--- src/hw/rtl/olsu_pkg.sv ---
// ============================================================================
// Ordered list store unit: package
// Item and result types, command, status and state codes, and store control.
// ============================================================================
package olsu_pkg;

  localparam int unsigned DATA_W = 32;
  localparam int unsigned CNT_W  = 6;

  typedef enum logic [1:0] {
    CMD_INSERT_FRONT = 2'd0,
    CMD_APPEND_BACK  = 2'd1,
    CMD_DELETE       = 2'd2,
    CMD_READ_ALL     = 2'd3
  } cmd_e;

  typedef enum logic [2:0] {
    STAT_DONE    = 3'd0,
    STAT_FULL    = 3'd1,
    STAT_BAD_POS = 3'd2,
    STAT_ELEMENT = 3'd3,
    STAT_END     = 3'd4
  } status_e;

  typedef enum logic [2:0] {
    ST_IDLE,
    ST_SHIFT_RD,
    ST_SHIFT_WR,
    ST_DUMP,
    ST_DUMP_END
  } state_e;

  typedef struct packed {
    cmd_e                     cmd;
    logic signed [DATA_W-1:0] value;
    logic [CNT_W-1:0]         position;
  } item_t;

  typedef struct packed {
    status_e                  status;
    logic signed [DATA_W-1:0] element;
    logic [CNT_W-1:0]         count;
    logic                     last;
  } res_t;

  typedef struct packed {
    logic             wr_en;
    logic             wr_front;
    logic [CNT_W-1:0] wr_idx;
    logic             rd_en;
    logic [CNT_W-1:0] rd_idx;
  } store_ctl_t;

endpackage

--- src/hw/rtl/olsu_store.sv ---
// ============================================================================
// Ordered list store unit: element store
// Ring buffer memory addressed by position from the front of the list.
// ============================================================================
module olsu_store import olsu_pkg::*; #(
  parameter int unsigned CAPACITY = 32
) (
  input  logic                     clk_i,
  input  logic                     rst_ni,
  input  store_ctl_t               ctl_i,
  input  logic signed [DATA_W-1:0] wr_data_i,
  output logic signed [DATA_W-1:0] rd_data_o
);

  localparam int unsigned IDX_W = (CAPACITY > 1) ? $clog2(CAPACITY) : 1;
  localparam int unsigned PHY_W = IDX_W + 1;

  logic signed [DATA_W-1:0] mem [CAPACITY];
  logic signed [DATA_W-1:0] rd_data_q;
  logic [IDX_W-1:0]         head_q, head_d;
  logic [IDX_W-1:0]         head_dec;
  logic [PHY_W-1:0]         wr_sum, rd_sum;
  logic [IDX_W-1:0]         wr_phys, rd_phys, wr_addr;

  assign head_dec = (head_q == '0) ? IDX_W'(CAPACITY - 1) : head_q - IDX_W'(1);

  always_comb begin
    wr_sum = {1'b0, head_q} + {1'b0, ctl_i.wr_idx[IDX_W-1:0]};
    if (wr_sum >= PHY_W'(CAPACITY)) begin
      wr_sum = wr_sum - PHY_W'(CAPACITY);
    end
    rd_sum = {1'b0, head_q} + {1'b0, ctl_i.rd_idx[IDX_W-1:0]};
    if (rd_sum >= PHY_W'(CAPACITY)) begin
      rd_sum = rd_sum - PHY_W'(CAPACITY);
    end
    wr_phys = wr_sum[IDX_W-1:0];
    rd_phys = rd_sum[IDX_W-1:0];
    wr_addr = ctl_i.wr_front ? head_dec : wr_phys;
    head_d  = (ctl_i.wr_en && ctl_i.wr_front) ? head_dec : head_q;
  end

  always_ff @(posedge clk_i or negedge rst_ni) begin
    if (!rst_ni) begin
      head_q <= '0;
    end else begin
      head_q <= head_d;
    end
  end

  always_ff @(posedge clk_i) begin
    if (ctl_i.wr_en) begin
      mem[wr_addr] <= wr_data_i;
    end
    if (ctl_i.rd_en) begin
      rd_data_q <= mem[rd_phys];
    end
  end

  assign rd_data_o = rd_data_q;

endmodule

--- src/hw/rtl/ordered_list_store_unit.sv ---
// ============================================================================
// Ordered list store unit
// Bounded ordered list of signed 32-bit values with front insert, back
// append, delete at position and full read-out.
// ============================================================================
// An item is taken when start is high and busy is low, and its results come
// out on res_o, one per cycle while res_strobe_o is high, with no way to hold
// them back. Insert, append, a delete of the last element, a read-out of an
// empty list and every rejected command keep busy low and give their single
// result on the cycle after the item is taken. A delete at position p of a
// list of n elements keeps busy high while every element behind the deleted
// one is moved by one read and one write through the single memory port
// pair; its result comes out in the first cycle that busy is low again. A
// read-out of n elements, n at least one, gives n element results while busy
// is high and then an end marker, on consecutive cycles, one memory read per
// element, each read passing the store's read register and the result
// register; the end marker comes out in the first cycle that busy is low.
module ordered_list_store_unit import olsu_pkg::*; #(
  parameter int unsigned CAPACITY = 32
) (
  input  logic  clk_i,
  input  logic  rst_ni,
  input  logic  start,
  output logic  busy,
  input  item_t item_i,
  output logic  res_strobe_o,
  output res_t  res_o
);

  state_e                   state_q, state_d;
  logic [CNT_W-1:0]         len_q, len_d;
  logic [CNT_W-1:0]         idx_q, idx_d;
  logic                     res_valid_q, res_valid_d;
  res_t                     res_q, res_d;
  store_ctl_t               ctl;
  logic signed [DATA_W-1:0] wr_data;
  logic signed [DATA_W-1:0] rd_data;
  logic                     accept;
  logic                     pos_ok;
  logic                     is_full;
  logic                     shift_last;
  logic                     dump_last;

  assign busy       = (state_q != ST_IDLE);
  assign accept     = start && !busy;
  assign pos_ok     = (item_i.position != '0) && (item_i.position <= len_q);
  assign is_full    = (len_q >= CNT_W'(CAPACITY));
  assign shift_last = ((idx_q + CNT_W'(1)) == (len_q - CNT_W'(1)));
  assign dump_last  = ((idx_q + CNT_W'(1)) == len_q);

  always_comb begin
    state_d = state_q;
    unique case (state_q)
      ST_IDLE: begin
        if (accept && item_i.cmd == CMD_DELETE && pos_ok && item_i.position != len_q) begin
          state_d = ST_SHIFT_RD;
        end else if (accept && item_i.cmd == CMD_READ_ALL && len_q != '0) begin
          state_d = ST_DUMP;
        end
      end
      ST_SHIFT_RD: state_d = ST_SHIFT_WR;
      ST_SHIFT_WR: state_d = shift_last ? ST_IDLE : ST_SHIFT_RD;
      ST_DUMP:     state_d = dump_last ? ST_DUMP_END : ST_DUMP;
      ST_DUMP_END: state_d = ST_IDLE;
      default:     state_d = ST_IDLE;
    endcase
  end

  always_comb begin
    len_d       = len_q;
    idx_d       = idx_q;
    ctl         = '0;
    wr_data     = item_i.value;
    res_valid_d = 1'b0;
    res_d       = '{status: STAT_DONE, element: '0, count: len_q, last: 1'b1};
    unique case (state_q)
      ST_IDLE: begin
        if (accept) begin
          res_valid_d = 1'b1;
          unique case (item_i.cmd)
            CMD_INSERT_FRONT, CMD_APPEND_BACK: begin
              if (is_full) begin
                res_d.status = STAT_FULL;
              end else begin
                ctl.wr_en    = 1'b1;
                ctl.wr_front = (item_i.cmd == CMD_INSERT_FRONT);
                ctl.wr_idx   = len_q;
                len_d        = len_q + CNT_W'(1);
              end
            end
            CMD_DELETE: begin
              if (!pos_ok) begin
                res_d.status = STAT_BAD_POS;
              end else if (item_i.position == len_q) begin
                len_d = len_q - CNT_W'(1);
              end else begin
                res_valid_d = 1'b0;
                idx_d       = item_i.position - CNT_W'(1);
              end
            end
            CMD_READ_ALL: begin
              if (len_q == '0) begin
                res_d.status = STAT_END;
              end else begin
                res_valid_d = 1'b0;
                idx_d       = '0;
                ctl.rd_en   = 1'b1;
                ctl.rd_idx  = '0;
              end
            end
            default: res_valid_d = 1'b0;
          endcase
        end
      end
      ST_SHIFT_RD: begin
        ctl.rd_en  = 1'b1;
        ctl.rd_idx = idx_q + CNT_W'(1);
      end
      ST_SHIFT_WR: begin
        ctl.wr_en  = 1'b1;
        ctl.wr_idx = idx_q;
        wr_data    = rd_data;
        idx_d      = idx_q + CNT_W'(1);
        if (shift_last) begin
          len_d       = len_q - CNT_W'(1);
          res_valid_d = 1'b1;
        end
      end
      ST_DUMP: begin
        res_valid_d   = 1'b1;
        res_d.status  = STAT_ELEMENT;
        res_d.element = rd_data;
        res_d.last    = 1'b0;
        if (!dump_last) begin
          ctl.rd_en  = 1'b1;
          ctl.rd_idx = idx_q + CNT_W'(1);
          idx_d      = idx_q + CNT_W'(1);
        end
      end
      ST_DUMP_END: begin
        res_valid_d  = 1'b1;
        res_d.status = STAT_END;
      end
      default: res_valid_d = 1'b0;
    endcase
    res_d.count = len_d;
  end

  always_ff @(posedge clk_i or negedge rst_ni) begin
    if (!rst_ni) begin
      state_q     <= ST_IDLE;
      len_q       <= '0;
      res_valid_q <= 1'b0;
    end else begin
      state_q     <= state_d;
      len_q       <= len_d;
      res_valid_q <= res_valid_d;
    end
  end

  always_ff @(posedge clk_i) begin
    idx_q <= idx_d;
    res_q <= res_d;
  end

  olsu_store #(
    .CAPACITY(CAPACITY)
  ) u_store (
    .clk_i    (clk_i),
    .rst_ni   (rst_ni),
    .ctl_i    (ctl),
    .wr_data_i(wr_data),
    .rd_data_o(rd_data)
  );

  assign res_strobe_o = res_valid_q;
  assign res_o        = res_q;

endmodule

--- config.mk ---
export PLATFORM = sky130hd
export DESIGN_NAME = ordered_list_store_unit
export DESIGN_NICKNAME = d
export VERILOG_FILES = /design/src/hw/rtl/olsu_pkg.sv /design/src/hw/rtl/olsu_store.sv /design/src/hw/rtl/ordered_list_store_unit.sv
export SDC_FILE = /design/constraint.sdc
export NUM_CORES = 1
export LEC_CHECK = 0
export ABC_CLOCK_PERIOD_IN_PS = 10000
export BUFFER_PORTS_ARGS = -buffer_cell sky130_fd_sc_hd__buf_2
export CAP_MARGIN = 15
export CELL_PAD_IN_SITES_DETAIL_PLACEMENT = 1
export CELL_PAD_IN_SITES_GLOBAL_PLACEMENT = 1
export CORE_MARGIN = 3
export CORE_UTILIZATION = 50
export DETAILED_ROUTE_END_ITERATION = 8
export PLACE_DENSITY_LB_ADDON = 0.1
export SLEW_MARGIN = 30
export SYNTH_ARGS = -nofsm -noshare
export SYNTH_HDL_FRONTEND = slang
export SYNTH_HIERARCHICAL = 1
export SYNTH_SLANG_ARGS = --single-unit
--- constraint.sdc ---
create_clock -name clk_i -period 10 [get_ports clk_i]
set_clock_uncertainty 0.15 [all_clocks]
set_input_delay 0.5 -clock clk_i [delete_from_list [all_inputs] [get_ports clk_i]]
set_output_delay 0.5 -clock clk_i [all_outputs]
set_load 0.01 [all_outputs]
## Word-level counts from Yosys, hierarchy flattened

Memories as Yosys holds them, arrays and structs flattened. A register that Yosys moved wholly into a read port is not among the register bits.
Index checks and enable logic that the tools add are counted.

| word-level totals | value |
|---|---|
| flip-flop bits (word level) | 63 |
| bits in writable memories | 1,024 |
| output and inout port bits | 44 |
| memories kept | 1 |

| operators by class | value |
|---|---|
| $add $sub $neg | 9 |
| magnitude comparators | 4 |
| eq/ne operators | 18 |
| multiplexer cells | 50 |
| reductions and logical operators | 20 |

Memory list:

| memory | words | width | read ports | clocked after memory_dff | wr ports | RTL line | text |
|---|---|---|---|---|---|---|---|
| u_store.mem | 32 | 32 | 1 | 1 | 1 | olsu_store.sv:18 | `logic signed [DATA_W-1:0] mem [CAPACITY];` |

Operators with widths:

| kind | count |
|---|---|
| 6-bit 2-to-1 mux | 10 |
| 6-bit one-hot mux with 2 select lines | 3 |
| 32-bit 2-to-1 mux | 1 |
| 7-bit 2-to-1 mux | 3 |
| 7-bit one-hot mux with 3 select lines | 1 |
| 5-bit 2-to-1 mux | 4 |
| 6-bit equality test | 3 |
| 6-bit >= comparator (second input constant) | 3 |
| 3-bit one-hot mux with 3 select lines | 2 |
| 6-bit one-hot mux with 3 select lines | 1 |
| 8-bit 2-to-1 mux | 2 |
| 15-bit 2-to-1 mux | 1 |
| 3-bit 2-to-1 mux | 5 |
| 3-bit != test (second input constant) | 5 |
| 5-bit by 1-bit subtractor with 5-bit output (second input constant) | 3 |
| 5-bit by 5-bit adder with 6-bit output | 2 |
| 6-bit by 1-bit adder with 6-bit output (second input constant) | 2 |
| 3-bit one-hot mux with 4 select lines | 1 |
| 6-bit nonzero test | 2 |
| 6-bit by 1-bit subtractor with 6-bit output (second input constant) | 2 |
| 1-bit 2-to-1 mux | 11 |
| 5-bit one-hot mux with 2 select lines | 1 |
| 1-bit logical AND | 8 |
| 7-bit AND reduction | 1 |
| 18 further kinds | 24 |

## Longest topological paths before layout

Gate-level depths: netlist of the first run.

| logic depth | value |
|---|---|
| depth in word-level cells | 9 |
| gate-level depth with buffers | 18 |
| gate-level depth less buffers | 14 |

## Hierarchy

The synthesis of the first run kept the hierarchy.

By module, submodules not included:

| module | times used | cells an instance | area each (µm²) | seq. area each (µm²) |
|---|---|---|---|---|
| olsu_store | 1 | 2,658 | 43,177.7 | 31,835.5 |
| ordered_list_store_unit | 1 | 349 | 3,334.4 | 1,271.2 |

## Worst setup path before layout of the first run

No wires, ideal clock.

| timing | value |
|---|---|
| path type | flip-flop to flip-flop |
| from | reg state_q[0] |
| to | mem u_store.mem[28][0] (enable) |
| setup time | 0.461 ns |
| arrival time | 4.943 ns |
| path slack | 4.446 ns |
| cell stages (with the launch flop) | 14 |
| path buffers | 4 |
| clock period less this slack | 5.554 ns |
| cells stage by stage | dfrtp_1 -> clkbuf_1 -> or2_2 -> clkbuf_1 -> nor2_1 -> buf_2 -> a22o_1 -> fa_1 -> a21oi_1 -> or4b_1 -> nand3_2 -> xnor2_2 -> buf_2 -> nor3_1 |

RTL lines:

| what | RTL line | text |
|---|---|---|
| from (decl) | ordered_list_store_unit.sv:30 | `state_e state_q, state_d;` |
| from (signal assigned) | ordered_list_store_unit.sv:155 | `state_q <= state_d;` |
| to (decl) | olsu_store.sv:18 |  |

==> results of run 1 <==
## placed cells by master, fill, tap and decap left out, drive strengths merged, types with 4 or more instances in the layout
cell / count
o22ai: 7
a32oi: 6
nand4: 6
a21o: 5
o21ai: 17
nor2b: 499
a21oi: 14
dfrtp: 15
edfxtp: 1062
xor2: 12
and2: 36
clkbuf: 163
a22o: 4
inv: 23
nor3b: 6
nand3: 33
nor4: 125
buf: 156
a211oi: 4
nor3: 40
xnor2: 22
nand2: 26
o31ai: 4
a2111oi: 497
ha: 21
nand2b: 6
nor2: 23
dfxtp: 42
clkinv: 42
mux2i: 113
mux2: 34
and3: 5
## what timing repair did
action                    CTS  global route
hold buffers                2             0
hold endpoints to repair   16             0
buffers inserted            0             0
resized for setup           0             0
## stage by stage
| stage | setup slack [ps] | std cells | total power, uW | hold slack, ps |
|---|---|---|---|---|
| 3_5_place_dp | 4080 | 4137 | 5440 | 318 |
| 5_1_grt | 3470 | 4354 | 9590 | 94.8 |
| 6_report | 3930 | 4354 | 9320 | 106 |
| 3_3_place_gp | 4360 | 4136 | 5430 | 303 |
| 4_1_cts | 4030 | 4347 | 9390 | 61.7 |
| 2_1_floorplan | 4450 | 3005 | 5360 | 54.4 |
## per-layer routing
| layer | vias to the layer above | GRT usage | wire length, um |
|---|---|---|---|
| met2 | 991 | 0.456 | 65200 |
| li1 | 12200 | - | - |
| met5 | - | 0 | 27 |
| met4 | 4 | 0.0874 | 3990 |
| met1 | 14500 | 0.374 | 56600 |
| met3 | 223 | 0.0415 | 8690 |
## power breakdown
group	internal (uW)	total [uW]	switching, uW	leakage [uW]
clock network	2230	3970	1740	0.00167
registers	5130	5140	5.49	0.0101
logic	55.2	208	153	0.00442
total	7420	9320	1900	0.0162
## cell type report
cell class | count | area, sq um
Tap cell | 1243 | 1560
Clock inverter | 45 | 256
Inverter | 22 | 87.6
Clock buffer | 163 | 3160
Multi-Input combinational cell | 1604 | 12400
Timing Repair Buffer | 158 | 1220
Fill cell | 8463 | 40200
Sequential cell | 1119 | 33100
## worst paths after layout
| path | end | slack (ps) |
|---|---|---|
| setup / recovery | u_store/rd_data_o[23] | 3930 |
| hold / removal | idx_q[5] | 110 |
| setup reg to reg | u_store/rd_data_o[23] | 3930 |
| hold reg to reg | res_o[31] | 310 |
| max in group asynchronous | len_q[0] | 9210 |
| min in group asynchronous | u_store/head_q[4] | 170 |
## state kept, by name (all words and copies together) (netlist names)
name	count
u_store/mem	1024
res_o	42
u_store/rd_data_o	32
idx_q	6
len_q	6
u_store/head_q	5
state_q	3
res_strobe_o	1
## critical path, delay by kind of cell (launching register included)
kind                     cells  cell delay (ps)
adder cells (fa/ha/maj)      3             1560
AND/OR/NAND/NOR              6             1090
multiplexers                 2              360
buffers and inverters        2              870
AO/OA/AOI/OAI                2              930
flip-flops                   1              470
XOR/XNOR                     1              300
==> flow_summary.json, run 1 <==
{
  "cts_inserted_buffers": 115,
  "grt.total_usage": 0.274,
  "antenna_found_initial": 5,
  "syn_inst": 3005,
  "cp_cell_sequence": "ha_1, nand3_1, xnor2_1, nand3_1, nor3b_1, a211o_1, nor2_1, ha_4, fa_4, buf_12, buf_16, nor2b_1, a2111oi_0, nor4_1, mux2i_1, mux2i_1",
  "reg2reg_depth": 16,
  "core.rowCount": 111,
  "fin_nets": 3086,
  "final_util": 0.563,
  "antenna_left": 0,
  "first_pass_iters": 5,
  "r2r_start": "idx_q[0]",
  "cts_buffer_depth": 3,
  "grt_pass1_vias": 28700,
  "critPathKind": "register to register",
  "dp_hpwl_um": 63500,
  "worstSetupStartpoint": "idx_q[0]",
  "worst_pin_slew_ps": 1000,
  "rsz0062_at_grt": "no",
  "root_buffer": "clkbuf_16",
  "hold_start": "item_i[5]",
  "portBuffers": 86,
  "max_slew_margin": 0.329,
  "setup_viol": 0,
  "p_leak_uw": 0.0162,
  "die_area_sq_mm": 0.0967,
  "clk_latency_ps": 680,
  "min_path_cells": 3,
  "crit_fanout": 187,
  "grt_pass1_wl_um": 196000,
  "finalMaxSlewViolations": 0,
  "vias": 27900,
  "die-width_um": 311,
  "layout-drive-gt1-share": 0.124,
  "finalCritPeriodShare": 0.607,
  "drcViolationCount": 0,
  "clk_pin_slew_worst_paths_ps": 60,
  "arrival_ps": 6320,
  "slowest_stage": "fa_4",
  "wl_um": 135000,
  "yosys_warnings": 6,
  "cts.sinks": 1119,
  "ios": 87,
  "antenna-diode-count": 0,
  "cp-start-kind": "register",
  "gp_congestion": 0.848,
  "maxCapViolCount": 0,
  "status": "completed",
  "hold_viol": 0,
  "die_y_um": 311,
  "hold_class": "primary input to register",
  "grt_start_max_net_pins": 273,
  "peakVddDrop_uv": 150,
  "htreeDepth": 3,
  "layout_min_cycle_time_ps": 6070,
  "vias_per_cell": 6.41,
  "area_growth_pct": 11.3,
  "core_sq_mm": 0.0919,
  "gr-total-overflow": 0,
  "final_area_sq_mm": 0.0518,
  "max_freq_ghz": 0.165,
  "syn_avg_cell_area_sq_um": 15.5,
  "power_density_mw_per_mm2": 180,
  "wl_per_cell_um": 30.9,
  "start_util": 0.506,
  "worstPathRequired_ps": 10250,
  "place_area_sq_mm": 0.0481,
  "netlist_area_sq_mm": 0.0465,
  "drt-initial-drc-count": 3262,
  "cts_tree": "done",
  "tns_ps": 0,
  "syn-num-nets": 3071,
  "max_stage_delay_ps": 1100,
  "end_kind": "register"
}
(Power assumes the default switching activity.)
==> run 2, diff against run 1 <==
Settings changed: ABC_CLOCK_PERIOD_IN_PS 10000 to 5800.
Clock period 10 ns to 5.8 ns, I/O delays scaled along.
==> run 2 against run 1 <==
Effect of this change:
- design area grew 1.9%
- final cell count grew 1.9%
- combinational power grew 82%
- critical path depth grew 1
- total power grew 78%
- fmax grew 9.9%
- register-to-register slack lost 3700 ps
- core utilization grew 1.1 points
- first-iteration DRC count shrank 5.8%
- clock-buffer cell count shrank 17
==> flow_summary.json, run 2 (synthesis results as in run 1) <==
{
  "core.rowCount": 111,
  "ios": 87,
  "layout-drive-gt1-share": 0.150,
  "grt_pass1_vias": 29600,
  "cts_tree": "done",
  "ff2ff_setup_slack_ps": 270,
  "critPathKind": "register to register",
  "cp.depth": 17,
  "vias": 28600,
  "power_density_mw_per_mm2": 315,
  "worstPathRequired_ps": 6050,
  "r2r_start": "idx_q[0]",
  "area_growth_pct": 13.5,
  "first_pass_iters": 6,
  "cts.sinks": 1119,
  "setup_viol": 0,
  "wl_um": 137000,
  "core_sq_mm": 0.0919,
  "portBuffers": 86,
  "fill_cells": 8422,
  "max_freq_ghz": 0.181,
  "wl_per_cell_um": 31.0,
  "final_util": 0.574,
  "fin_nets": 3163,
  "vias_per_cell": 6.45,
  "layout_commonest_cell": "edfxtp_1",
  "worstSetupStartpoint": "idx_q[0]",
  "top_register": "u_store/mem",
  "crit_end": "u_store/rd_data_o[23]",
  "die-width_um": 311,
  "cp-start-kind": "register",
  "final_cell_mix": "edfxtp_1 (1,062), nor2b_1 (499), a2111oi_0 (492), nor4_1 (124), clkbuf_16 (118)",
  "die_area_sq_mm": 0.0967,
  "r2r_end": "u_store/rd_data_o[23]",
  "cts_inserted_buffers": 115,
  "hold_class": "primary input to asynchronous set/reset pin",
  "final_area_sq_mm": 0.0528,
  "end_kind": "register",
  "arrival_ps": 5780,
  "peakVddDrop_uv": 224,
  "path_buf_inv": 3,
  "die_y_um": 311,
  "antenna_left": 0,
  "worst_pin_slew_ps": 906,
  "drt-initial-drc-count": 3072,
  "max_stage_delay_ps": 850,
  "p_leak_uw": 0.0167,
  "dp_hpwl_um": 72900,
  "gr-total-overflow": 0,
  "clk_latency_ps": 700,
  "htreeDepth": 3,
  "drcViolationCount": 0,
  "crit_family": "adder cells",
  "cp_cell_sequence": "ha_1, nand3_1, xnor2_1, nand3_1, nor3b_1, a211o_2, nor2_1, ha_4, fa_4, buf_4, buf_12, buf_12, nor2b_1, a2111oi_0, nor4_1, mux2i_1, mux2i_1",
  "finalCritPeriodShare": 0.953,
  "reg2reg_depth": 17,
  "max_slew_margin": 0.396,
  "hold_ws_ps": 45.0,
  "layout_min_cycle_time_ps": 5530,
  "power_uw": 16600,
  "finalMaxSlewViolations": 0,
  "clk_pin_slew_worst_paths_ps": 60,
  "grt_pass1_wl_um": 203000,
  "status": "completed",
  "cts_buffer_depth": 3,
  "grt_start_max_net_pins": 190,
  "antenna_found_initial": 1,
  "tns_ps": 0,
  "slowest_stage": "fa_4",
  "gp_congestion": 0.851,
  "root_buffer": "clkbuf_16",
  "largest_reg_flops": 1024,
  "crit_fanout": 67,
  "place_area_sq_mm": 0.0488,
  "hold_viol": 0,
  "maxCapViolCount": 0,
  "grt.total_usage": 0.281,
  "start_util": 0.506
}
## run 2: cell count changes in the layout (fill, tap and decap cells not counted), moves of 2 or more
| cell | before | now |
|---|---|---|
| buf_4 | 53 | 110 |
| clkbuf_1 | 40 | 25 |
| dlygate4sd3_1 | 2 | 13 |
| clkinvlp_4 | 0 | 6 |
| buf_2 | 87 | 89 |
| a2111oi_0 | 497 | 492 |
| clkbuf_8 | 6 | 3 |
| buf_16 | 7 | 1 |
| bufinv_16 | 2 | 12 |
| clkinv_4 | 0 | 2 |
| buf_12 | 8 | 22 |
| clkinv_2 | 14 | 23 |
| clkinv_1 | 27 | 20 |
| a2111oi_1 | 0 | 5 |
## run 2: worst min-delay path, stage by stage
cell and delay (ps):
dlygate4sd3_1 520, buf_2 110, buf_2 390
## run 2: layout make-up
class,instances,area [sq um],area share
Inverter,22,87.6,0.00166
Timing Repair Buffer,235,1870,0.0354
Multi-Input combinational cell,1604,12400,0.235
Tap cell,1243,1560,0.0295
Antenna cell,1,2.50,0.0000474
Clock inverter,66,676,0.0128
Sequential cell,1119,33100,0.627
Clock buffer,146,3090,0.0585
## run 2: worst min path at each step
stage | from | to | slack (ps) | depth (start not counted)
global route | rst_ni | u_store/head_q[4] | 70 | 3
CTS | item_i[16] | u_store/mem[5][10] | 210 | 2
detailed placement | rst_ni | res_strobe_o | 120 | 1
finish | rst_ni | u_store/head_q[4] | 40 | 3
global placement | rst_ni | u_store/head_q[4] | 120 | 1
floorplan | rst_ni | len_q[0] | -160 | 0
## run 2: power breakdown
group,total [uW],internal (uW),switching (uW)
Combinational,378,106,273
Sequential,8860,8850,8.82
Clock,7390,4290,3100
Total,16600,13200,3380
## run 2: per-layer routing
layer / global-route usage / wire, um / vias to the layer above
li1: - / - / 12400
met1: 0.390 / 58500 / 15000
met2: 0.464 / 66600 / 997
met3: 0.0423 / 8370 / 226
met4: 0.0843 / 3930 / 0
met5: 0 / 0 / -
## run 2: what timing repair did
| action | 4_1_cts | 5_1_grt |
|---|---|---|
| endpoints found under the hold margin | 26 | 0 |
| endpoints found under the setup margin | 0 | 15 |
| gates resized for setup | 0 | 7 |
| setup buffers | 0 | 2 |
| hold buffers | 14 | 0 |
## run 2: metrics by stage
stage | worst slack [ps] | cells
detailed placement | 329 | 4207
finish | 275 | 4436
CTS | 234 | 4433
global placement | 401 | 4202
floorplan | 246 | 3005
global route | -67.0 | 4435
